<file path="config.mk">
export PLATFORM = sky130hd
export DESIGN_NAME = pem_isqrt_cell
export DESIGN_NICKNAME = d
export VERILOG_FILES = /design/src/rtl/pem_pkg.sv /design/src/rtl/pem_isqrt_cell.sv
export SDC_FILE = /design/constraint.sdc
export NUM_CORES = 1
export LEC_CHECK = 0
export BUFFER_PORTS_ARGS = -buffer_cell sky130_fd_sc_hd__buf_4
export CAP_MARGIN = 20
export CORE_AREA = 2 2 113 115
export DETAILED_ROUTE_END_ITERATION = 8
export DIE_AREA = 0 0 115 117
export GPL_TIMING_DRIVEN = 0
export PLACE_DENSITY = 0.69
export SYNTH_ARGS = -nofsm -noshare
export SYNTH_HDL_FRONTEND = slang
export SYNTH_SLANG_ARGS = --single-unit
export TNS_END_PERCENT = 20
</file>
<file path="constraint.sdc">
create_clock -name clk -period 0.8 [get_ports clk]
set_clock_uncertainty 0.05 [all_clocks]
set_input_delay 0.16 -clock clk [delete_from_list [all_inputs] [get_ports clk]]
set_output_delay 0.16 -clock clk [all_outputs]
set_load 0.01 [all_outputs]
</file>
<file path="src/rtl/pem_pkg.sv">
`timescale 1ns / 1ps
// shared types and constants of the prewitt edge magnitude unit
// no dependencies

package pem_pkg;

	localparam int CFG_BITS       = 11;
	localparam int CFG_INDEX_BITS = 2;
	localparam int OUT_BITS       = 11;
	localparam int M_TDATA_BITS   = 40;
	localparam int MIN_SIZE       = 3;

	localparam logic [CFG_BITS-1:0] CFG_RESET = CFG_BITS'(1024);

	localparam logic [CFG_INDEX_BITS-1:0] REG_LINE_WIDTH   = CFG_INDEX_BITS'(0);
	localparam logic [CFG_INDEX_BITS-1:0] REG_FRAME_HEIGHT = CFG_INDEX_BITS'(1);

	typedef struct packed {
		logic valid;
		logic last;
	} pem_tag_t;

endpackage

</file>
<file path="src/rtl/pem_isqrt_cell.sv">
`timescale 1ns / 1ps
// one cell of the square root chain: settles one root bit per beat
// depends on pem_pkg

module pem_isqrt_cell import pem_pkg::*; #(
	parameter int XW   = 21,
	parameter int STEP = 0,
	parameter int PW   = 22
) (
	input  logic          clk,
	input  logic          arst_n,
	input  logic          adv,
	input  pem_tag_t      tag_in,
	input  logic [XW-1:0] x_in,
	input  logic [XW-1:0] root_in,
	input  logic [PW-1:0] pay_in,
	output pem_tag_t      tag_out,
	output logic [XW-1:0] x_out,
	output logic [XW-1:0] root_out,
	output logic [PW-1:0] pay_out
);

	localparam logic [XW:0] BIT = (XW+1)'(1) << (2 * STEP);

	pem_tag_t      tag_q;
	logic [XW-1:0] x_q;
	logic [XW-1:0] root_q;
	logic [PW-1:0] pay_q;
	logic [XW:0]   trial;
	logic          fits;

	assign trial = {1'b0, root_in} + BIT;
	assign fits  = {1'b0, x_in} >= trial;

	always_ff @(posedge clk or negedge arst_n) begin
		if (!arst_n) begin
			tag_q <= '0;
		end else if (adv) begin
			tag_q <= tag_in;
		end
	end

	always_ff @(posedge clk) begin
		if (adv) begin
			pay_q <= pay_in;
			if (fits) begin
				x_q    <= x_in - trial[XW-1:0];
				root_q <= (root_in >> 1) + BIT[XW-1:0];
			end else begin
				x_q    <= x_in;
				root_q <= root_in >> 1;
			end
		end
	end

	assign tag_out  = tag_q;
	assign x_out    = x_q;
	assign root_out = root_q;
	assign pay_out  = pay_q;

endmodule
</file>
==> results.cfg, run 1 <==
[run_status]
outcome = finished, violations left
violations_in_the_final_reports = negative setup slack

[floorplanning]
design.core.area_um2 = 12310
rows = 41
initial_core_utilization_pct = 33.86
die_area_um2 = 13460
horizontal_die_dimension_um = 115
pin_count = 135
die_h_um = 117

[worst_setup_path]
critical_path_arrival_ns = 3.12
worst-endpoint-required_ns = 0.82
critical_path.most_common_cell = sky130_fd_sc_hd__buf_4
worst_setup_path_start_kind = input pin
timing.critical_path.slowest_stage_cell = sky130_fd_sc_hd__buf_4
type_of_destination_of_the_critical_path = flop
crit_path_cells = buf_8, and3_4, and3_4, nand4_1, buf_4, buf_4, buf_4, buf_4, buf_4, buf_4, buf_4, buf_4, buf_4, buf_4, buf_4, buf_4, buf_4, buf_4, buf_4, nor4_4, xor2_1
critical_path.top_delay_family = buffers and inverters
worstPathBufferInverterCount = 16
critical_path.reg2reg.startpoint = tag_out[0]$_DFFE_PN0P_
worst_setup_path_startpoint = root_in[10]
worst-path-max-fanout = 3
setup.worst_path.class = input pin to flop
crit_path_max_incr_delay_ns = 0.22

[clocking]
cts.sinks = 66
tritoncts = yes
numCtsBuffers = 9
clock_path_buffers = 2
worst_setup_hold_path_clk_slew_ns = 0.05
cts.htree.levels = 3
clk-insertion-delay-late_ns = 0.33
clockRootBuffer = sky130_fd_sc_hd__clkbuf_16

[logic_synthesis]
synthCells = 395
synth_enable_flop_cells = 64
ys_warn_count = 0
postSynth.topFlopCell = sky130_fd_sc_hd__edfxtp_1
post_synth_num_cell_types = 56
async_flop_share_pct = 3.030
part_of_the_yosys_area_used_for_sequential_elements_pct = 47.30
mappedNetlistNets = 488
postSynthRegisterBits = 66
netlist_area_um2 = 4169
syn-mean-instance-area_um2 = 10.55

[timing]
slew_headroom_pct = 58.89
min_period_over_period_pct = 386.8
setup_slack_ns = -2.294
setup_viol_count_final = 116
unrepaired_setup_endpoints_after_global_routing = true
final_critical_path_required_period_ns = 3.094
finalHoldViolCount = 0
final_tns_setup_ns = -108.28
worst-slew-pin-transition_ns = 0.6087
fmax_mhz = 323.2
report.final.slew_viol_count = 0

[route]
detail_route.iter0.violations = 284
detail_route.vias_per_cell = 5.427
dr_total_vias = 4108
dr.pass1.iters = 5
postRouteWirelength_mm = 14.75
drc = 0
drtAntennaViolNets = 0
routed_wire_length_per_instance_um = 19.48

[cells_and_area]
nNetsFinal = 695
multi_input_gate_area_in_the_final_layout_um2 = 2537
drive_above_1_share_pct = 45.63
area_added_between_synthesis_and_finish_pct = 69.57
num-fill-cells = 952
antennaDiodeCount = 0
sequential_cell_area_um2 = 1972

[global_routing]
pin_count_of_the_biggest_net_entering_global_routing = 67
antenna_found_initial = 0
grt_pass1_vias = 3951
grt_usage_pct = 19.36
grt.overflow.total = 0
wire_length_of_the_first_global_routing_pass_mm = 19.91

[min_path]
worstHoldStart = tag_in[1]
min-delay-path-class = input pin to flop

[run]
maxCapViolCount = 0

[pwr]
power-per-cell-area_nw_per_um2 = 1698
report.power.total_mw = 12.01
power_leakage_nw = 2.983
vdd.ir_drop.worst_mv = 1.182

[place]
globalplace.congestion = 0.8185
numPortBuffers = 130
dpl.hpwl_mm = 9.013
## cell type report
class / instances / area share [%]
flip-flops and latches: 66 / 27.89
multi-input cells: 303 / 35.89
clock buffers: 11 / 3.292
plain buffers: 16 / 2.726
clock inverters: 5 / 0.7788
repair buffers: 196 / 26.23
inverters: 10 / 0.5310
well taps: 150 / 2.655
## cells by family after synthesis
| logic type | synth area share, % |
|---|---|
| flip-flops | 47.30 |
| XOR/XNOR | 9.874 |
| AND/OR/NAND/NOR | 16.99 |
| buffers and inverters | 3.121 |
| AO/OA/AOI/OAI | 13.75 |
| multiplexers | 1.591 |
| adder cells (fa/ha/maj) | 7.383 |
## per-layer routing
layer	part of all wire, %	track usage, %	vias up
met5	0	0	-
met4	4.1	9.478	0
met3	7.3	4.531	54
met2	50	34.04	204
met1	38	22.24	1962
li1	-	-	1888
## repair_timing
| item | CTS | global route |
|---|---|---|
| gates resized for setup | 104 | 73 |
| cloned | 1 | 1 |
| pin swaps | 16 | 26 |
| hold endpoints to repair | 24 | 0 |
| hold buffers | 23 | 0 |
| endpoints found under the setup margin | 174 | 115 |
| setup buffers | 33 | 14 |
## synth_stat cells, types with 2 or more instances
cell | count | share of area, %
sky130_fd_sc_hd__a21o_1 | 9 | 1.6
sky130_fd_sc_hd__and2_1 | 3 | 0.45
sky130_fd_sc_hd__nor3_1 | 14 | 1.7
sky130_fd_sc_hd__mux2_2 | 2 | 0.54
sky130_fd_sc_hd__nor4_1 | 2 | 0.30
sky130_fd_sc_hd__and3_1 | 9 | 1.4
sky130_fd_sc_hd__dfrtp_1 | 2 | 1.2
sky130_fd_sc_hd__and4_1 | 3 | 0.63
sky130_fd_sc_hd__xor2_1 | 28 | 5.9
sky130_fd_sc_hd__o41ai_1 | 4 | 0.84
sky130_fd_sc_hd__nand3_1 | 19 | 2.3
sky130_fd_sc_hd__a31oi_1 | 3 | 0.45
sky130_fd_sc_hd__o31ai_1 | 11 | 2.0
sky130_fd_sc_hd__or4_1 | 3 | 0.54
sky130_fd_sc_hd__nor2_1 | 24 | 2.2
sky130_fd_sc_hd__xnor2_1 | 19 | 4.0
sky130_fd_sc_hd__a21boi_0 | 5 | 0.90
sky130_fd_sc_hd__inv_1 | 10 | 0.90
sky130_fd_sc_hd__buf_6 | 2 | 0.54
sky130_fd_sc_hd__a211o_1 | 3 | 0.63
sky130_fd_sc_hd__buf_2 | 10 | 1.2
sky130_fd_sc_hd__a21oi_1 | 18 | 2.2
sky130_fd_sc_hd__nand2_1 | 41 | 3.7
sky130_fd_sc_hd__edfxtp_1 | 64 | 46
sky130_fd_sc_hd__nand4_1 | 5 | 0.75
sky130_fd_sc_hd__nor3b_1 | 4 | 0.72
sky130_fd_sc_hd__o21ai_0 | 11 | 1.3
sky130_fd_sc_hd__or2_2 | 2 | 0.30
sky130_fd_sc_hd__or3_1 | 2 | 0.30
sky130_fd_sc_hd__ha_1 | 23 | 6.9
sky130_fd_sc_hd__o21ai_1 | 9 | 1.1
sky130_fd_sc_hd__mux2_1 | 3 | 0.81
sky130_fd_sc_hd__o21a_1 | 5 | 0.90
## cell usage in the layout, fill, tap and decap left out, types with 4 or more instances in the layout
master / n
sky130_fd_sc_hd__buf_4: 104
sky130_fd_sc_hd__buf_6: 66
sky130_fd_sc_hd__edfxtp_1: 64
sky130_fd_sc_hd__nand2_1: 35
sky130_fd_sc_hd__xor2_1: 26
sky130_fd_sc_hd__dlygate4sd3_1: 18
sky130_fd_sc_hd__nor2_1: 17
sky130_fd_sc_hd__xnor2_1: 16
sky130_fd_sc_hd__ha_1: 15
sky130_fd_sc_hd__nand3_1: 14
sky130_fd_sc_hd__a21oi_1: 14
sky130_fd_sc_hd__inv_1: 10
sky130_fd_sc_hd__o21ai_1: 10
sky130_fd_sc_hd__o21ai_0: 10
sky130_fd_sc_hd__clkbuf_16: 10
sky130_fd_sc_hd__a21o_1: 9
sky130_fd_sc_hd__o31ai_1: 9
sky130_fd_sc_hd__nor3_2: 7
sky130_fd_sc_hd__buf_12: 6
sky130_fd_sc_hd__buf_8: 6
sky130_fd_sc_hd__nand4_1: 5
sky130_fd_sc_hd__and3_1: 5
sky130_fd_sc_hd__o21a_1: 5
sky130_fd_sc_hd__a21boi_0: 5
sky130_fd_sc_hd__nand2_2: 5
sky130_fd_sc_hd__ha_4: 5
sky130_fd_sc_hd__dlymetal6s4s_1: 5
sky130_fd_sc_hd__and3_4: 4
sky130_fd_sc_hd__nand3_4: 4
sky130_fd_sc_hd__nor2_4: 4
sky130_fd_sc_hd__nor3_4: 4
sky130_fd_sc_hd__a21oi_2: 4
sky130_fd_sc_hd__nor3b_1: 4
## through the flow
step / hold slack [ns] / worst slack [ns] / instance area, µm² / utilization, % / instances
floorplan: -0.1856 / -2.228 / 4278 / - / 395
global placement: -0.1077 / -2.885 / 5441 / 44.20 / 675
detailed placement: -0.1051 / -2.880 / 5441 / 44.20 / 675
CTS: 0.004395 / -2.201 / 6651 / 54.02 / 748
global route: 0.02548 / -2.358 / 7069 / 57.42 / 757
finish: 0.02920 / -2.294 / 7069 / 57.42 / 757
## state kept, by name (all words and copies together), names as in the netlist
name      cells
x_out        21
tag_out       2
root_out     21
pay_out      22
## power breakdown
part	switching, mW	internal, mW	total [mW]
Combinational	1.79	1.95	3.74
Clock	1.45	2.40	3.85
Sequential	0.179	4.24	4.42
Total	3.42	8.59	12.0
## path summary, 6_finish.rpt
| kind | to | slack [ns] | depth (start not counted) |
|---|---|---|---|
| setup / recovery | root_out[15]$_DFFE_PP_ | -2.29 | 21 |
| hold / removal | tag_out[1]$_DFFE_PN0P_ | 0.03 | 2 |
| setup reg to reg | tag_out[0]$_DFFE_PN0P_ | -0.04 | 1 |
| hold reg to reg | tag_out[1]$_DFFE_PN0P_ | 0.51 | 1 |
| max in group asynchronous | tag_out[0]$_DFFE_PN0P_ | 0.53 | 2 |
| min in group asynchronous | tag_out[1]$_DFFE_PN0P_ | 0.09 | 2 |
No activity file was read; power rests on OpenSTA's default activity.
==> inputs of run 2 (changes only) <==
- SETUP_SLACK_MARGIN: default -> 0.15
==> results.cfg, run 2 (synthesized netlist as in run 1, its figures left out) <==
[run_status]
outcome = finished, violations left
violations_in_the_final_reports = negative hold slack, negative setup slack

[worst_setup_path]
critical_path_arrival_ns = 3.20
worst_setup_path_start_kind = input pin
crit_path_max_incr_delay_ns = 0.29
worst-endpoint-required_ns = 0.82
timing.critical_path.slowest_stage_cell = sky130_fd_sc_hd__nor4_4
critical_path.most_common_cell = sky130_fd_sc_hd__buf_4
critical_path.top_delay_family = buffers and inverters
type_of_destination_of_the_critical_path = flop
setup.worst_path.class = input pin to flop
crit_path_cells = buf_8, and3_4, and3_4, nand4_1, buf_4, buf_4, buf_4, buf_4, buf_4, buf_6, buf_6, buf_4, buf_4, buf_4, buf_4, buf_6, buf_6, buf_6, buf_6, buf_6, buf_6, nor4_4, xor2_1
worstPathBufferInverterCount = 18
worst-path-max-fanout = 3

[cells_and_area]
largest_register_ffs = 22
final_cell_mix = 101 x sky130_fd_sc_hd__buf_4, 74 x sky130_fd_sc_hd__buf_6, 64 x sky130_fd_sc_hd__edfxtp_1
layout.cells.most_common = sky130_fd_sc_hd__buf_4
design_area_um2 = 6950
antennaDiodeCount = 0
drive_above_1_share_pct = 47.80
area_added_between_synthesis_and_finish_pct = 66.72
nNetsFinal = 678
layout.core_utilization_pct = 56.45

[clocking]
clock_path_buffers = 2
cts.sinks = 66
clk-insertion-delay-late_ns = 0.33
ctsHoldBuffers = 1
worst_setup_hold_path_clk_slew_ns = 0.05
clockRootBuffer = sky130_fd_sc_hd__clkbuf_16
numCtsBuffers = 9
cts.htree.levels = 3
tritoncts = yes

[global_routing]
pin_count_of_the_biggest_net_entering_global_routing = 67
grt_usage_pct = 19.58
grt.overflow.total = 0
wire_length_of_the_first_global_routing_pass_mm = 20.06
grt_pass1_vias = 3914
antenna_found_initial = 0

[timing]
final_tns_setup_ns = -111.65
final_critical_path_required_period_ns = 3.176
worst-slew-pin-transition_ns = 0.5980
slew_headroom_pct = 59.61
unrepaired_setup_endpoints_after_global_routing = true
fmax_mhz = 314.9
hold_ws_ns = -0.04744
finalHoldViolCount = 22
setup_viol_count_final = 110
min_period_over_period_pct = 397.0
report.final.slew_viol_count = 0
setup_slack_ns = -2.376

[pwr]
power.share.sequential_pct = 36.8
power_report.internal_total_mw = 8.553
report.power.total_mw = 11.96
sw_frac_of_total_pct = 28.50
p_sw_mw = 3.409
vdd.ir_drop.worst_mv = 1.169
power_frac_comb_pct = 31.3
power_leakage_nw = 2.912
power-per-cell-area_nw_per_um2 = 1721
power_frac_clock_pct = 31.9

[run]
maxCapViolCount = 0

[floorplanning]
design.core.area_um2 = 12310
pin_count = 135
die_h_um = 117
horizontal_die_dimension_um = 115
rows = 41
initial_core_utilization_pct = 33.86
die_area_um2 = 13460

[place]
dpl-instance-area_um2 = 5441
globalplace.congestion = 0.8185
placement.setup.worst_slack_ns = -2.880
numPortBuffers = 130
dpl.hpwl_mm = 9.013

[route]
drc = 0
drtAntennaViolNets = 0
detail_route.vias_per_cell = 5.346
detail_route.iter0.violations = 351
routed_wire_length_per_instance_um = 18.86
postRouteWirelength_mm = 13.96
dr_total_vias = 3956
dr.pass1.iters = 6

[min_path]
min-delay-path-class = input pin to flop
## run 2: power by group through the flow
| stage | registers (mW) | logic, mW | clock network [mW] |
|---|---|---|---|
| 6_report | 4.40 | 3.74 | 3.82 |
| 3_3_place_gp | 4.40 | 2.77 | 0 |
| 2_1_floorplan | 4.59 | 1.33 | 0 |
| 3_5_place_dp | 4.40 | 2.80 | 0 |
| 5_1_grt | 4.44 | 4.01 | 4.05 |
| 4_1_cts | 4.39 | 3.56 | 3.91 |
## run 2: timing repair
action                                  4_1_cts  5_1_grt
cloned                                        2        0
pin swaps                                    33       20
resized for setup                           145       41
buffers inserted                             39        7
endpoints found under the setup margin      174      173
endpoints found under the hold margin        24       22
## run 2: final cells by class
type,instances,area (µm²)
tap,150,187.7
timing repair buffer,179,1717
sequential,66,1972
fill,981,5361
clock inverter,5,55.05
buffer,16,177.7
inverter,10,37.54
clock buffer,11,232.7
multi-input combinational,303,2571
## run 2: final timing paths
kind | from | to | slack, ns | cells past startpoint
max | root_in[10] | root_out[15]$_DFFE_PP_ | -2.38 | 23
min | pay_in[17] | pay_out[17]$_DFFE_PP_ | -0.05 | 1
max reg2reg | tag_out[0]$_DFFE_PN0P_ | tag_out[0]$_DFFE_PN0P_ | -0.02 | 1
min reg2reg | tag_out[1]$_DFFE_PN0P_ | tag_out[1]$_DFFE_PN0P_ | 0.50 | 1
max in group asynchronous | arst_n | tag_out[0]$_DFFE_PN0P_ | 0.51 | 2
min in group asynchronous | arst_n | tag_out[1]$_DFFE_PN0P_ | 0.10 | 2
## run 2: per-stage QoR
stage / instances / hold WS, ns
floorplan: 395 / -0.1856
global placement: 675 / -0.1077
detailed placement: 675 / -0.1051
CTS: 733 / -0.05883
global route: 740 / -0.05865
finish: 740 / -0.04744
## run 2: layer usage
metal  up-vias  share of wire [%]  wire length, µm  GRT usage [%]
li1       1863                  -                -              -
met1      1883                 39             5410          21.99
met2       183                 52             7218          35.10
met3        27                7.4             1030          5.561
met4         0                2.2              301          7.952
met5         -                  0                0              0
==> inputs of run 3 (changes only) <==
- CORE_AREA: 2 2 113 115 -> 2 2 81 160
- DIE_AREA: 0 0 115 117 -> 0 0 83 162
==> results.cfg, run 3 (synthesized netlist as in run 1, its figures left out) <==
[worst_setup_path]
worst_setup_path_start_kind = input pin
critical_path_arrival_ns = 3.11
setup.worst_path.class = input pin to flop
type_of_destination_of_the_critical_path = flop
worst-endpoint-required_ns = 0.83
worst-path-max-fanout = 8

[pwr]
power-per-cell-area_nw_per_um2 = 1758
power_leakage_nw = 2.866
report.power.total_mw = 12.02
vdd.ir_drop.worst_mv = 1.291

[clocking]
clockRootBuffer = sky130_fd_sc_hd__clkbuf_16
worst_setup_hold_path_clk_slew_ns = 0.06
cts.sinks = 66
tritoncts = yes
clk-insertion-delay-late_ns = 0.33
ctsHoldBuffers = 1
clock_path_buffers = 2
numCtsBuffers = 9
cts.htree.levels = 3

[global_routing]
pin_count_of_the_biggest_net_entering_global_routing = 67
grt_usage_pct = 20.85
grt.overflow.total = 0
wire_length_of_the_first_global_routing_pass_mm = 21.56
grt_pass1_vias = 3985
antenna_found_initial = 0

[cells_and_area]
final_cell_mix = 103 x sky130_fd_sc_hd__buf_4, 64 x sky130_fd_sc_hd__buf_6, 64 x sky130_fd_sc_hd__edfxtp_1
largest_register_ffs = 22
area_added_between_synthesis_and_finish_pct = 64.08
antennaDiodeCount = 0
num-fill-cells = 1041
multi_input_gate_area_in_the_final_layout_um2 = 2535
sequential_cell_area_um2 = 1972
drive_above_1_share_pct = 47.17
nNetsFinal = 671
layout.cells.most_common = sky130_fd_sc_hd__buf_4

[timing]
min_period_over_period_pct = 385.4
hold_ws_ns = -0.04929
finalHoldViolCount = 22
worst-slew-pin-transition_ns = 0.6304
report.final.slew_viol_count = 0
unrepaired_setup_endpoints_after_global_routing = true
setup_viol_count_final = 109
final_critical_path_required_period_ns = 3.083
slew_headroom_pct = 57.42
setup_slack_ns = -2.283
fmax_mhz = 324.4
final_tns_setup_ns = -109.46

[floorplanning]
rows = 57
initial_core_utilization_pct = 34.18
die_area_um2 = 13450
horizontal_die_dimension_um = 83
design.core.area_um2 = 12200
die_h_um = 162
pin_count = 135

[route]
drtAntennaViolNets = 0
dr_total_vias = 3867
drc = 0
routed_wire_length_per_instance_um = 19.38
dr.pass1.iters = 4
detail_route.iter0.violations = 221
postRouteWirelength_mm = 14.15
detail_route.vias_per_cell = 5.297

[place]
globalplace.congestion = 0.8667
dpl.hpwl_mm = 10.06
numPortBuffers = 130

[min_path]
min-delay-path-class = input pin to flop

[run_status]
outcome = finished, violations left
violations_in_the_final_reports = negative hold slack, negative setup slack

[run]
maxCapViolCount = 0
run 3: layer usage:
layer / wire length, µm / up-vias / part of all wire (%) / GRT usage [%]
met2: 8230 / 140 / 58 / 41.35
met5: 0 / - / 0 / 0
met1: 4640 / 1829 / 33 / 20.48
li1: - / 1845 / - / -
met4: 710 / 0 / 5.0 / 10.80
met3: 566 / 53 / 4.0 / 2.642
run 3: final cells by class:
class                           count  area share (%)
Multi-Input combinational cell    303           37.06
Sequential cell                    66           28.83
Timing Repair Buffer              172           23.78
Clock buffer                        9           3.292
Buffer                             16           2.780
Tap cell                          147           2.689
Clock inverter                      7           1.024
Inverter                           10          0.5487
run 3: worst paths after layout:
kind	depth (start not counted)	slack, ns	endpoint	from
hold / removal	1	-0.05	pay_out[4]$_DFFE_PP_	pay_in[4]
min in group asynchronous	2	0.10	tag_out[0]$_DFFE_PN0P_	arst_n
setup / recovery	15	-2.28	x_out[1]$_DFFE_PP_	root_in[7]
setup reg to reg	1	0	tag_out[0]$_DFFE_PN0P_	tag_out[0]$_DFFE_PN0P_
max in group asynchronous	2	0.51	tag_out[1]$_DFFE_PN0P_	arst_n
hold reg to reg	1	0.47	tag_out[1]$_DFFE_PN0P_	tag_out[1]$_DFFE_PN0P_
run 3: timing repair:
| action | CTS | global route |
|---|---|---|
| resized for setup | 118 | 55 |
| endpoints found under the setup margin | 174 | 110 |
| setup buffers | 22 | 16 |
| pin swaps | 21 | 12 |
| gates cloned | 2 | 1 |
| hold endpoints to repair | 24 | 22 |
run 3: critical path, stage by stage:
cell,delay [ns]
sky130_fd_sc_hd__buf_12,0.07
sky130_fd_sc_hd__and4_4,0.25
sky130_fd_sc_hd__nand3_1,0.24
sky130_fd_sc_hd__nor2_1,0.20
sky130_fd_sc_hd__xnor2_1,0.18
sky130_fd_sc_hd__ha_1,0.28
sky130_fd_sc_hd__buf_2,0.17
sky130_fd_sc_hd__nand4_1,0.17
sky130_fd_sc_hd__buf_4,0.15
sky130_fd_sc_hd__nor3_2,0.03
sky130_fd_sc_hd__a222oi_1,0.31
sky130_fd_sc_hd__buf_4,0.18
sky130_fd_sc_hd__a31o_4,0.23
sky130_fd_sc_hd__buf_12,0.17
sky130_fd_sc_hd__mux2_4,0.30
run 3: per-stage QoR:
step | std cells | area (µm²) | worst slack [ns] | util, %
6_report | 730 | 6840 | -2.283 | 56.09
3_5_place_dp | 672 | 5438 | -2.967 | 44.59
2_1_floorplan | 395 | 4278 | -2.228 | -
3_3_place_gp | 672 | 5438 | -2.983 | 44.59
5_1_grt | 730 | 6840 | -2.459 | 56.09
4_1_cts | 713 | 6487 | -2.206 | 53.20
run 3: power breakdown:
part	internal [mW]	switching, mW	total (mW)	leakage [nW]
clock network	2.40	1.52	3.92	0.137
registers	4.23	0.148	4.38	0.649
logic	1.91	1.81	3.72	2.08
total	8.54	3.48	12.0	2.87
