### config.mk
export PLATFORM = sky130hd
export DESIGN_NAME = pem_window
export DESIGN_NICKNAME = d
export VERILOG_FILES = /design/src/rtl/pem_pkg.sv /design/src/rtl/pem_window.sv
export SDC_FILE = /design/constraint.sdc
export NUM_CORES = 1
export LEC_CHECK = 0
export BUFFER_PORTS_ARGS = -buffer_cell sky130_fd_sc_hd__buf_2
export CORE_ASPECT_RATIO = 0.9
export CORE_UTILIZATION = 40
export CTS_BUF_LIST = sky130_fd_sc_hd__clkbuf_8
export DETAILED_ROUTE_END_ITERATION = 8
export GPL_ROUTABILITY_DRIVEN = 0
export PLACE_DENSITY = 0.59
export RECOVER_POWER = 50
export SYNTH_ARGS = -nofsm -noshare
export SYNTH_HDL_FRONTEND = slang
export SYNTH_SLANG_ARGS = --single-unit
### constraint.sdc
create_clock -name clk -period 3.7 [get_ports clk]
set_clock_uncertainty 0.2 [all_clocks]
set_input_delay 0.185 -clock clk [delete_from_list [all_inputs] [get_ports clk]]
set_output_delay 0.185 -clock clk [all_outputs]
set_load 0.03 [all_outputs]
### src/rtl/pem_pkg.sv
`timescale 1ns / 1ps
// shared types and constants of the prewitt edge magnitude unit
// no dependencies

package pem_pkg;

	localparam int CFG_BITS       = 11;
	localparam int CFG_INDEX_BITS = 2;
	localparam int OUT_BITS       = 11;
	localparam int M_TDATA_BITS   = 40;
	localparam int MIN_SIZE       = 3;

	localparam logic [CFG_BITS-1:0] CFG_RESET = CFG_BITS'(1024);

	localparam logic [CFG_INDEX_BITS-1:0] REG_LINE_WIDTH   = CFG_INDEX_BITS'(0);
	localparam logic [CFG_INDEX_BITS-1:0] REG_FRAME_HEIGHT = CFG_INDEX_BITS'(1);

	typedef struct packed {
		logic valid;
		logic last;
	} pem_tag_t;

endpackage

### src/rtl/pem_window.sv
`timescale 1ns / 1ps
// 3x3 window of column cells and the prewitt gradient stage
// depends on pem_pkg

module pem_window import pem_pkg::*; #(
	parameter int PIXEL_BITS = 8
) (
	input  logic                           clk,
	input  logic                           arst_n,
	input  logic                           adv,
	input  logic                           shift,
	input  pem_tag_t                       tag_in,
	input  logic [PIXEL_BITS-1:0]          top,
	input  logic [PIXEL_BITS-1:0]          mid,
	input  logic [PIXEL_BITS-1:0]          pix,
	output pem_tag_t                       tag_out,
	output logic signed [PIXEL_BITS+2:0]   gh,
	output logic signed [PIXEL_BITS+2:0]   gv
);

	localparam int GW = PIXEL_BITS + 3;

	logic [PIXEL_BITS-1:0] win_q [3][3];
	pem_tag_t              tag_s2;
	pem_tag_t              tag_s3;
	logic signed [GW-1:0]  gh_s3;
	logic signed [GW-1:0]  gv_s3;
	logic [GW-1:0]         left_sum;
	logic [GW-1:0]         right_sum;
	logic [GW-1:0]         upper_sum;
	logic [GW-1:0]         lower_sum;

	// columns move left, the new column enters on the right
	always_ff @(posedge clk) begin
		if (shift) begin
			for (int r = 0; r < 3; r++) begin
				win_q[r][0] <= win_q[r][1];
				win_q[r][1] <= win_q[r][2];
			end
			win_q[0][2] <= top;
			win_q[1][2] <= mid;
			win_q[2][2] <= pix;
		end
	end

	always_comb begin
		left_sum  = GW'(win_q[0][0]) + GW'(win_q[1][0]) + GW'(win_q[2][0]);
		right_sum = GW'(win_q[0][2]) + GW'(win_q[1][2]) + GW'(win_q[2][2]);
		upper_sum = GW'(win_q[0][0]) + GW'(win_q[0][1]) + GW'(win_q[0][2]);
		lower_sum = GW'(win_q[2][0]) + GW'(win_q[2][1]) + GW'(win_q[2][2]);
	end

	always_ff @(posedge clk or negedge arst_n) begin
		if (!arst_n) begin
			tag_s2 <= '0;
			tag_s3 <= '0;
		end else if (adv) begin
			tag_s2 <= tag_in;
			tag_s3 <= tag_s2;
		end
	end

	always_ff @(posedge clk) begin
		if (adv) begin
			gh_s3 <= $signed(right_sum - left_sum);
			gv_s3 <= $signed(upper_sum - lower_sum);
		end
	end

	assign tag_out = tag_s3;
	assign gh      = gh_s3;
	assign gv      = gv_s3;

endmodule

==> flow_results.org, run 1 <==
** Synthesis
- The synthesized netlist devotes 0.885% of its cell area to simple gates.
- Yosys instantiated no cell more often than inv_1.
- Yosys reg bits :: 98
- Share of synthesized area spent on multiplexers :: 0.838%
- The number of nets in the synthesized netlist is 484.
- Top cell type's share of synthesized area :: 52.5%
- Complex-gate fraction of the synthesized area :: 3.72%
- The commonest cells after synthesis are inv_1, edfxtp_1, fa_1.
- The cell count after synthesis came out at 368.
- Primary FF master, synth :: edfxtp_1
- After synthesis, the largest family of logic cells by area is adder cells.
- Number of synthesized flops with an enable pin :: 94
- Largest cells by area after synthesis :: edfxtp_1, fa_1, inv_1
- After synthesis the cells add up to 5380 µm².
- Top cell type by total area after synthesis :: edfxtp_1
- Arithmetic-cell share of the synthesized area counting full adders, half adders and majority gates :: 29.0%
- A synthesized cell averages 14.6 µm².
- Sequential cells were found to cover 54.4% of the synthesized design area.
- In the synthesized netlist the async set-or-reset flop fraction comes to 4.08%.
- Of the total synthesized cell area, the portion taken by XOR and XNOR cells is 2.28%.
- The number of different library cells used by synthesis comes to 21.
- Synth warn :: 0

** Setup path
- Data arrival at the endpoint of the critical path :: 3.56 ns
- The worst setup path is launched from a flip-flop.
- The worst setup path is of the reg -> reg kind.
- In this run the worst path has a maximum fanout of 3.
- Nature of the critical path endpoint :: flip-flop
- Required arrival time at the worst endpoint :: 3.63 ns

** Die
- Row generation in the floorplan step produced 39 rows.
- Starting density of the core :: 41.7%
- Horizontal extent of the die :: 124 µm
- I/O pins :: 54
- The floorplan step defined a core boundary enclosing 12900 µm².
- The die covers 13900 µm².
- Overall die height :: 112 µm

** Routing
- Initial drt markers :: 94
- Final routed wirelength across all metal layers :: 8310 µm
- Once detail routing completed, the nets flagged for antenna violations numbered 0.
- Before antenna repair, the detailed router went through 4 iterations.
- Detailed routing inserted a total of 2793 vias.
- Routed vias/inst :: 4.38
- Number of design rule violations left after detail routing :: 0
- Wire length per cell :: 13.0 µm

** Timing
- The routed design could run at a clock period as short as 3.62 ns.
- Setup_tns :: 0 ns
- Final hold violation count :: 0
- The final critical path takes up 98.0% of the cycle.
- RSZ-0062 raised after global routing :: true
- Based on the critical path, the design can be clocked at up to 276 MHz.
- Hold timing on the final database bottoms out at a slack of 0.223 ns.
- The worst pin sits at a relative slew slack of 4.60%.
- For the pin with the worst max-slew slack, the measured transition is 1.43 ns.
- Final slew viol count :: 0
- Final setup fails :: 0

** Cells and area
- Diode count :: 0
- From synthesis to final layout, the design area changed by 20.8%.
- Final Core Density :: 50.4%
- After the last flow step, the layout net total stands at 585.
- For this run, the number of standard cells in the final layout without fillers is 638.
- Fraction of layout instances using a drive strength above 1 :: 22.6%
- Filler cell count in the final layout :: 1156

** Clock network
- TritonCTS built the clock tree.
- The cell sitting at the root of the clock tree is a clkbuf_8.
- In this run the number of H-tree levels came out at 3.
- Maximum buffer depth of the clock tree :: 2
- The later pin in the worst-skew pair is clocked with a latency of 0.37 ns.
- After clock tree synthesis, the clock-pin slew on the worst setup and hold paths is 0.09 ns.
- The clock net in this run drives a total of 98 sinks.
- Counting the buffers created by CTS gives 9.

** Placed design
- Port buffering added 53 buffers.
- HPWL reported at the end of detailed placement :: 6280 µm
- After detailed placement, the design holds a cell count of 592.

** Pwr
- LEAKAGE :: 2.88 nW
- VDD IR-drop max :: 0.324 mV
- Overall power after layout :: 0.00498 W
- In this run the power density over the cells is 767 nW/µm².

** Run status
- Run status :: finished clean

** Global routing
- GR met1 Demand/Resource :: 16.8%
- After global routing the overflow that remains totals 0.
- In the global route stage, met2 resource usage came out at 22.9%.
- Global-route wire length before repair :: 14100 µm
- Layer carrying the most global-route usage :: met2
- Global-route usage over all layers :: 13.8%
- Entering global routing, the biggest net connects 45 pins.
- Global routing usage on met3 :: 4.00%
- Number of antenna violations at the first check in global routing :: 0
- The number of global-route vias before repair was 2960.

** Hold path
- Worst min-delay path category :: reg -> reg

** Run
- The tool flagged a number of max-cap violations equal to 0.
critical path, cell delays in order (launching register included):
cell and delay (ns):
edfxtp_1 0.37, inv_2 0.05, fa_1 0.54, inv_1 0.05
fa_1 0.49, inv_2 0.04, fa_1 0.45, inv_1 0.07
ha_2 0.17, inv_1 0.05, fa_2 0.34, inv_2 0.08
a21oi_4 0.07, o221ai_2 0.14, o211ai_1 0.13, xnor2_1 0.14
cells by family after synthesis:
kind of cell,count (synthesis)
compound gates,28
xor+xnor,14
fa+ha+maj,86
buf+inv,128
flops,98
mux,4
simple gates,10
what timing repair did:
action                                 in CTS  in global routing
hold buffers                               29                  0
setup buffers                               1                  0
endpoints found under the hold margin      35                  0
resized for setup                           5                 25
pin swaps                                   8                 21
setup endpoints to repair                   5                 11
power by group:
part / total (W) / switching [W] / internal, W
Sequential: 0.00163 / 0.0000756 / 0.00156
Clock: 0.000669 / 0.000364 / 0.000305
Combinational: 0.00268 / 0.00149 / 0.00119
Total: 0.00498 / 0.00192 / 0.00305
cell type report:
| class | instances | area, µm² | area share [%] |
|---|---|---|---|
| multi-input combinational | 142 | 2080 | 32.1 |
| clock buffer | 9 | 124 | 1.91 |
| timing repair buffer | 90 | 616 | 9.48 |
| inverter | 128 | 480 | 7.40 |
| tap | 164 | 205 | 3.16 |
| clock inverter | 7 | 62.6 | 0.964 |
| sequential | 98 | 2920 | 45.0 |
registers in the layout, indices dropped and copies added (netlist names):
register	flops
tag_out	2
gh	11
tag_s2	2
win_q	72
gv	11
layout by cell type (no fill, tap or decap), types with 3 or more instances in the layout:
cell type,instances
inv_1,124
edfxtp_1,94
fa_1,61
buf_2,50
dlygate4sd3_1,29
ha_1,17
xnor2_1,10
clkbuf_8,9
a21oi_2,7
inv_2,6
buf_4,6
nand2_1,4
a21o_1,4
a21oi_1,4
mux2_2,4
dfrtp_1,4
fa_2,3
ha_2,3
clkbuf_1,3
routing by layer:
layer | share of wire (%) | up-vias
met5 | 0 | -
met4 | 1.7 | 0
met3 | 4.0 | 13
met2 | 51 | 49
met1 | 43 | 1384
li1 | - | 1347
stage by stage:
| step | worst slack, ns | instance area [µm²] |
|---|---|---|
| after floorplan | 0.104 | 5380 |
| after global placement | -0.0758 | 5900 |
| after detailed placement | -0.0534 | 5900 |
| after CTS | 0.0264 | 6400 |
| after global routing | -0.0994 | 6490 |
| final | 0.0750 | 6490 |
path summary, 6_finish.rpt:
| kind | cells after the start | startpoint | endpoint | slack, ns |
|---|---|---|---|---|
| min in group asynchronous | 3 | arst_n | tag_out[0]$_DFFE_PN0P_ | 0.49 |
| worst min register to register | 0 | win_q[0][39]$_DFFE_PP_ | win_q[0][47]$_DFFE_PP_ | 0.22 |
| max in group asynchronous | 3 | arst_n | tag_s2[1]$_DFFE_PN0P_ | 2.64 |
| worst max register to register | 15 | win_q[0][9]$_DFFE_PP_ | gv[9]$_DFFE_PP_ | 0.08 |
| worst max-delay path | 15 | win_q[0][9]$_DFFE_PP_ | gv[9]$_DFFE_PP_ | 0.08 |
| worst min-delay path | 0 | win_q[0][39]$_DFFE_PP_ | win_q[0][47]$_DFFE_PP_ | 0.22 |
(Power assumes the default switching activity.)
==> inputs of run 2 (changes only) <==
--- a/config.mk
+++ b/config.mk
@@ -6,7 +6,8 @@
 export NUM_CORES = 1
 export LEC_CHECK = 0
 export BUFFER_PORTS_ARGS = -buffer_cell sky130_fd_sc_hd__buf_2
-export CORE_ASPECT_RATIO = 0.9
+export CORE_ASPECT_RATIO = 1.1
+export CORE_MARGIN = 2
 export CORE_UTILIZATION = 40
 export CTS_BUF_LIST = sky130_fd_sc_hd__clkbuf_8
 export DETAILED_ROUTE_END_ITERATION = 8
==> flow_results.org, run 2 (synthesized netlist as in run 1, its figures left out) <==
** Placed design
- Placed Instance Area :: 5890 µm²
- In this run the tool buffered the top-level ports with 53 buffer cells.
- Timing analysis after detailed placement gives a worst setup slack of -0.0841 ns.
- The wire-length estimate of the detail-placed layout is 6220 µm.

** Setup path
- Cell breakdown of the critical path :: clkbuf_1 -> fa_1 -> fa_1 -> inv_1 -> fa_1 -> inv_1 -> ha_1 -> a21o_1 -> a21oi_2 -> o21a_4 -> o21ai_2 -> xor2_1
- The worst setup path is captured at a flip-flop.
- Data arrival at the endpoint of the critical path :: 3.61 ns
- Top delay family on crit path :: adder cells
- Along the worst path, the maximum fanout reaches 2.
- For the worst setup path, the data required time is 3.63 ns.
- Maximum single-stage delay on the critical path :: 0.53 ns
- The critical path in this run is classified as reg -> reg.
- Reg2Reg Capture Point :: gh[8]$_DFFE_PP_
- STA classifies the critical path startpoint as a flip-flop.
- Reg-to-reg slack, setup :: 0.02 ns
- The cell that appears most often on the critical path is fa_1.
- Worst-case reg-to-reg path depth :: 12
- Buffers and inverters on the worst path :: 3
- Startpoint of the most critical register-to-register path :: win_q[0][2]$_DFFE_PP_
- Among all stages on the critical path, the largest delay is contributed by fa_1.

** Timing
- Final hold violation count :: 0
- Setup violations remaining at the end of the flow were counted as 0.
- The number of pins exceeding their max-slew limit in the final report was 99.
- The smallest clock period supported by the final layout is computed as 3.68 ns.
- Setup slack of the critical path after layout :: 0.0199 ns
- Worst Tran Pin Value :: 1.81 ns
- RSZ-0062 raised after global routing :: true
- Headroom to the max-slew limit :: -20.9%
- Share of the cycle needed by the critical path after routing :: 99.5%
- Max Clock Freq :: 272 MHz
- Min Hold Slack :: 0.223 ns

** Pwr
- LEAKAGE :: 2.91 nW
- Registers are responsible for 33.7% of the overall power.
- Clock power share :: 15.1%
- Switching power of the nets :: 0.00183 W
- In this run, the combinational gates consume 51.2% of the power.
- Cell internal power was estimated by the tool at 0.00303 W.
- IR analysis of the VDD net gives a maximum drop of 0.337 mV.
- Power comes to 0.00486 W.
- Power spread over the standard cell area amounts to 748 nW/µm².
- Net switching is 37.6% of the power.

** Run status
- The flow ran to the end, but the final reports show violations.
- The checks that failed: capacitance limit, slew limit.

** Die
- Site row count :: 44
- Starting density of the core :: 40.9%
- Die area :: 14400 µm²
- Pin placement for this block handled 54 I/O pins.
- The core region is 13200 µm².
- Horizontal extent of the die :: 115 µm
- The die is 126 µm tall.

** Global routing
- Summed over all layers, the global routing overflow is 0.
- Global-route usage over all layers :: 13.4%
- Entering global routing, the biggest net connects 73 pins.
- Number of antenna violations at the first check in global routing :: 0
- The number of global-route vias before repair came to 3075.
- Global-route wire length before repair :: 14500 µm

** Routing
- After the first detailed-routing iteration, the DRC count stood at 124.
- Final routed wirelength across all metal layers :: 8560 µm
- Once detail routing completed, the nets flagged for antenna violations numbered 0.
- The first detailed-routing pass took 4 iterations.
- Routed length on met2 :: 4650 µm
- The highest metal layer carrying signal wires in the routed design is met4.
- In the detailed route, the total length drawn on met3 is 309 µm.
- Dividing the detail-routed via count by the number of cells gives 4.37.
- For this block, wires on met1 add up to 3460 µm.
- The detailed router placed 2806 vias in this run.
- Number of design rule violations left after detail routing :: 0
- Wire length per cell :: 13.3 µm

** Clock network
- Clock Latency Late Sink :: 0.37 ns
- TritonCTS built the clock tree.
- Clock buffer count from CTS :: 9
- Clock tree root driver cell :: clkbuf_8
- H-tree depth :: 3
- Maximum buffer depth of the clock tree :: 2
- Clock slew seen by the registers of the worst setup and hold paths :: 0.09 ns
- The clock drives 98 sinks.

** Cells and area
- Most used cells in the layout excluding fill and tap cells :: inv_1, edfxtp_1, fa_1, buf_2, dlygate4sd3_1
- Ranked by flip-flop count, first place goes to win_q.
- The register with the most flip-flops in the layout has 72 of them.
- Summing all non-filler instances in the final layout gives an area of 6500 µm².
- Synth-to-Final Area Change :: 20.9%
- Leaving out fill and tap cells, the most frequent cell in the layout is inv_1.
- Filler cell count in the final layout :: 1134
- Of the cells placed in the final design, the portion with a size suffix greater than 1 is 22.0%.
- Diode count :: 0
- Final-stage net count :: 592

** Hold path
- In this run the most critical hold path is launched from win_q[0][36]$_DFFE_PP_.
- The path with the worst hold slack has its endpoint at win_q[0][44]$_DFFE_PP_.
- Counting instances, the worst hold path has a depth of 0.
- Worst min-delay path category :: reg -> reg

** Run
- Maxcap violations :: 2
[run 2: cell count changes in the layout (fill, tap and decap cells not counted), sizes merged]
| cell | previous run | this run |
|---|---|---|
| clkbuf | 13 | 16 |
| dlygate4sd3 | 29 | 28 |
| clkinvlp | 2 | 1 |
| buf | 57 | 62 |
| bufinv | 1 | 2 |
| inv | 130 | 128 |
| clkinv | 2 | 4 |
[run 2: how the worst max path moves through the flow]
stage	cells after the start	start	end	slack (ns)
after global routing	13	win_q[0][25]$_DFFE_PP_	gh[9]$_DFFE_PP_	-0.12
final	12	win_q[0][2]$_DFFE_PP_	gh[8]$_DFFE_PP_	0.02
after CTS	11	win_q[0][18]$_DFFE_PP_	gv[8]$_DFFE_PP_	-0.003
after global placement	15	win_q[0][9]$_DFFE_PP_	gv[9]$_DFFE_PP_	-0.05
after detailed placement	15	win_q[0][9]$_DFFE_PP_	gv[9]$_DFFE_PP_	-0.08
after floorplan	11	win_q[0][2]$_DFFE_PP_	gv[8]$_DFFE_PP_	0.10
[run 2: what timing repair did]
item	CTS	global route
hold buffers	28	0
hold endpoints to repair	30	0
setup buffers	3	7
pin swaps	7	18
gates resized for setup	4	19
setup endpoints to repair	7	11
[run 2: area by class of cell]
type                    instances  area, µm²  area share (%)
multi-input cells             142       2020            31.1
flip-flops and latches         98       2920            45.0
inverters                     128        480            7.40
well taps                     161        201            3.10
repair buffers                 97        661            10.2
clock buffers                   9        124            1.91
clock inverters                 7       83.8            1.29
[run 2: per-stage QoR]
step | setup TNS, ns | std cells | util [%]
2_1_floorplan | 0 | 368 | -
3_3_place_gp | -0.0618 | 588 | 44.7
3_5_place_dp | -0.168 | 588 | 44.7
4_1_cts | -0.00316 | 635 | 48.7
5_1_grt | -0.405 | 642 | 49.4
6_report | 0 | 642 | 49.4
[run 2: power by group through the flow]
stage | Sequential, W | Combinational (W) | Clock (W)
CTS | 0.00164 | 0.00242 | 0.000773
finish | 0.00164 | 0.00249 | 0.000735
floorplan | 0.00190 | 0.00151 | 0
global route | 0.00166 | 0.00283 | 0.000812
detailed placement | 0.00167 | 0.00236 | 0
global placement | 0.00166 | 0.00233 | 0
[run 2: layer usage]
layer	up-vias	track usage (%)
li1	1365	-
met1	1385	15.3
met2	47	24.0
met3	9	3.64
met4	0	4.95
met5	-	0
==> inputs of run 3 (changes only) <==
--- a/config.mk
+++ b/config.mk
@@ -12,7 +12,7 @@
 export CTS_BUF_LIST = sky130_fd_sc_hd__clkbuf_8
 export DETAILED_ROUTE_END_ITERATION = 8
 export GPL_ROUTABILITY_DRIVEN = 0
-export PLACE_DENSITY = 0.59
+export PLACE_DENSITY = 0.57
 export RECOVER_POWER = 50
 export SYNTH_ARGS = -nofsm -noshare
 export SYNTH_HDL_FRONTEND = slang
==> constraint.sdc (replaced) <==
create_clock -name clk -period 4.05 [get_ports clk]
set_clock_uncertainty 0.2 [all_clocks]
set_input_delay 0.2025 -clock clk [delete_from_list [all_inputs] [get_ports clk]]
set_output_delay 0.2025 -clock clk [all_outputs]
set_load 0.03 [all_outputs]
==> flow_results.org, run 3 (synthesized netlist as in run 1, its figures left out) <==
** Run status
- Run status :: finished, violations left
- Violations in the final reports :: capacitance limit, slew limit

** Timing
- Dividing the final minimum period by the clock period gives 94.4%.
- The routed design could run at a clock period as short as 3.82 ns.
- Setup_tns :: 0 ns
- Based on the critical path, the design can be clocked at up to 262 MHz.
- In this run the tightest slew margin relative to its limit is -17.4%.
- Setup violations remaining at the end of the flow were counted as 0.
- At the pin with the least slew margin, the transition time is 1.76 ns.
- Final hold violation count :: 0
- The number of pins exceeding their max-slew limit in the final report was 73.
- RSZ-0062 raised after global routing :: false

** Setup path
- On the worst path, the slowest cell contributes a delay of 0.53 ns.
- STA classifies the critical path startpoint as a flip-flop.
- The setup check on the worst reg-to-reg path leaves a slack of 0.23 ns.
- Among all stages on the critical path, the largest delay is contributed by fa_1.
- The critical path is of the reg -> reg type.
- Along the worst path, the maximum fanout reaches 3.
- For the worst setup path, the data arrival time is 3.76 ns.
- Cell breakdown of the critical path :: inv_1 -> fa_1 -> inv_1 -> fa_1 -> inv_1 -> fa_1 -> inv_1 -> ha_1 -> inv_1 -> fa_1 -> inv_1 -> a21oi_1 -> o221ai_1 -> o211ai_1 -> xnor2_1
- Cell repeated most along the worst path :: inv_1
- Nature of the critical path endpoint :: flip-flop
- STA puts the critical path data required time at 3.98 ns.

** Routing
- For this run, the detailed router's first-pass iteration total came to 4.
- Dividing the detail-routed wire length by the instance count gives 13.4 µm.
- The routed layout has 2738 vias.
- Final routed wirelength across all metal layers :: 8390 µm
- The detailed router finished its first iteration with 148 violations.
- Once detail routing completed, the nets flagged for antenna violations numbered 0.
- Routed vias/inst :: 4.37
- For this run, design rule violations remaining after detail routing come to 0.

** Pwr
- Switching power of the nets :: 0.00161 W
- Combinational cell fraction of total power :: 48.9%
- LEAKAGE :: 2.85 nW
- VDD IR-drop max :: 0.328 mV
- Sequential cell fraction of total power :: 35.2%
- The internal power of the cells totals 0.00263 W.
- Power spread over the standard cell area amounts to 671 nW/µm².
- The clock network is responsible for 15.9% of the overall power.
- Of the total power, the share spent switching nets is 38.1%.

** Clock network
- Post-CTS repair changed the size of 0 cells.
- Clock tree root driver cell :: clkbuf_8
- CTS sink count :: 98
- TritonCTS built the clock tree.
- # Post-CTS Setup Buffers :: 0
- H-tree depth :: 3
- Clock latency on the worst-skew pair, taken at its later pin, is 0.39 ns.
- Clock-pin slew was measured on the worst setup and hold paths at 0.10 ns.
- Clock tree synthesis inserted a total of 9 buffers.
- Maximum buffer depth of the clock tree :: 2

** Cells and area
- The number of antenna diodes in the final layout is 0.
- Max reg flops :: 72
- Synth-to-Final Area Change :: 17.7%
- Most common cell after layout, fill and taps aside :: inv_1
- The finished layout holds 626 standard cells, fillers aside.
- The library cells used most frequently in the layout, excluding fill and tap cells, are inv_1, edfxtp_1, fa_1, buf_2, dlygate4sd3_1.
- Fraction of layout instances using a drive strength above 1 :: 15.9%
- win_q holds more flip-flops than any other register.
- For this run, the post-layout net count is 577.

** Die
- I/O pins :: 54
- Starting density of the core :: 40.9%
- Site row count :: 44
- The die is 126 µm tall.
- The total area inside the core boundary comes to 13200 µm².
- Measured along the x axis, the die boundary spans 115 µm.
- Die area :: 14400 µm²

** Global routing
- The initial antenna violation count came to 0.
- Entering global routing, the biggest net connects 73 pins.
- Global-route wire length before repair :: 14400 µm
- Global-route usage over all layers :: 13.4%
- Aggregate global routing overflow :: 0
- Via count of the first global-routing pass :: 3116

** Placed design
- After legalization and detailed placement, the total HPWL measured 6140 µm.
- Buffers placed on the I/O ports in this run total 53.
- In this run, placement finished with an instance count of 583.

** Run
- The tool flagged a number of max-cap violations equal to 2.

** Hold path
- The tightest min-delay check is of the reg -> reg type.
## run 3: per-layer routing
layer	vias to the layer above	share of wire, %	track usage, %
met5	-	0	0
met4	0	1.3	4.52
met3	13	3.9	4.80
met2	42	53	23.3
met1	1356	42	15.2
li1	1327	-	-
## run 3: per-stage QoR
stage	hold WS [ns]	setup WS, ns	power, W	utilization (%)	instance area, µm²
final	0.214	0.227	0.00424	48.1	6320
after global routing	0.241	0.0238	0.00463	48.1	6320
after CTS	0.172	0.226	0.00432	48.1	6330
after detailed placement	-0.185	0.259	0.00361	44.5	5850
after global placement	-0.193	0.243	0.00359	44.5	5850
after floorplan	-0.293	0.454	0.00311	-	5380
## run 3: power by group through the flow
stage | Sequential [W] | Clock, W | Combinational (W)
6_report | 0.00149 | 0.000674 | 0.00207
2_1_floorplan | 0.00174 | 0 | 0.00138
3_5_place_dp | 0.00152 | 0 | 0.00209
3_3_place_gp | 0.00152 | 0 | 0.00207
5_1_grt | 0.00152 | 0.000738 | 0.00238
4_1_cts | 0.00150 | 0.000704 | 0.00211
## run 3: layout make-up
class,count,area (µm²)
Multi-Input combinational cell,142,1970
Timing Repair Buffer,82,549
Sequential cell,98,2920
Fill cell,1167,6830
Tap cell,161,201
Clock inverter,6,75.1
Clock buffer,9,124
Inverter,128,480
## run 3: what timing repair did
item | in CTS | in global routing
hold buffers | 28 | 0
endpoints found under the hold margin | 30 | 0
setup endpoints to repair | 0 | 0
## run 3: worst paths after layout
check | from | endpoint | cells after the start
setup reg to reg | win_q[0][9]$_DFFE_PP_ | gv[9]$_DFFE_PP_ | 15
hold reg to reg | win_q[0][36]$_DFFE_PP_ | win_q[0][44]$_DFFE_PP_ | 0
hold / removal | win_q[0][36]$_DFFE_PP_ | win_q[0][44]$_DFFE_PP_ | 0
setup / recovery | win_q[0][9]$_DFFE_PP_ | gv[9]$_DFFE_PP_ | 15
min in group asynchronous | arst_n | tag_out[1]$_DFFE_PN0P_ | 3
max in group asynchronous | arst_n | tag_out[0]$_DFFE_PN0P_ | 3
## run 3: critical path: cells and delay by family (launching register included)
family / cells / cell delay (ns)
buffers and inverters: 6 / 0.37
xor gates and xnor gates: 1 / 0.15
adders and majority gates: 5 / 2.05
DFF: 1 / 0.36
AOI/OAI and AO/OA: 3 / 0.43
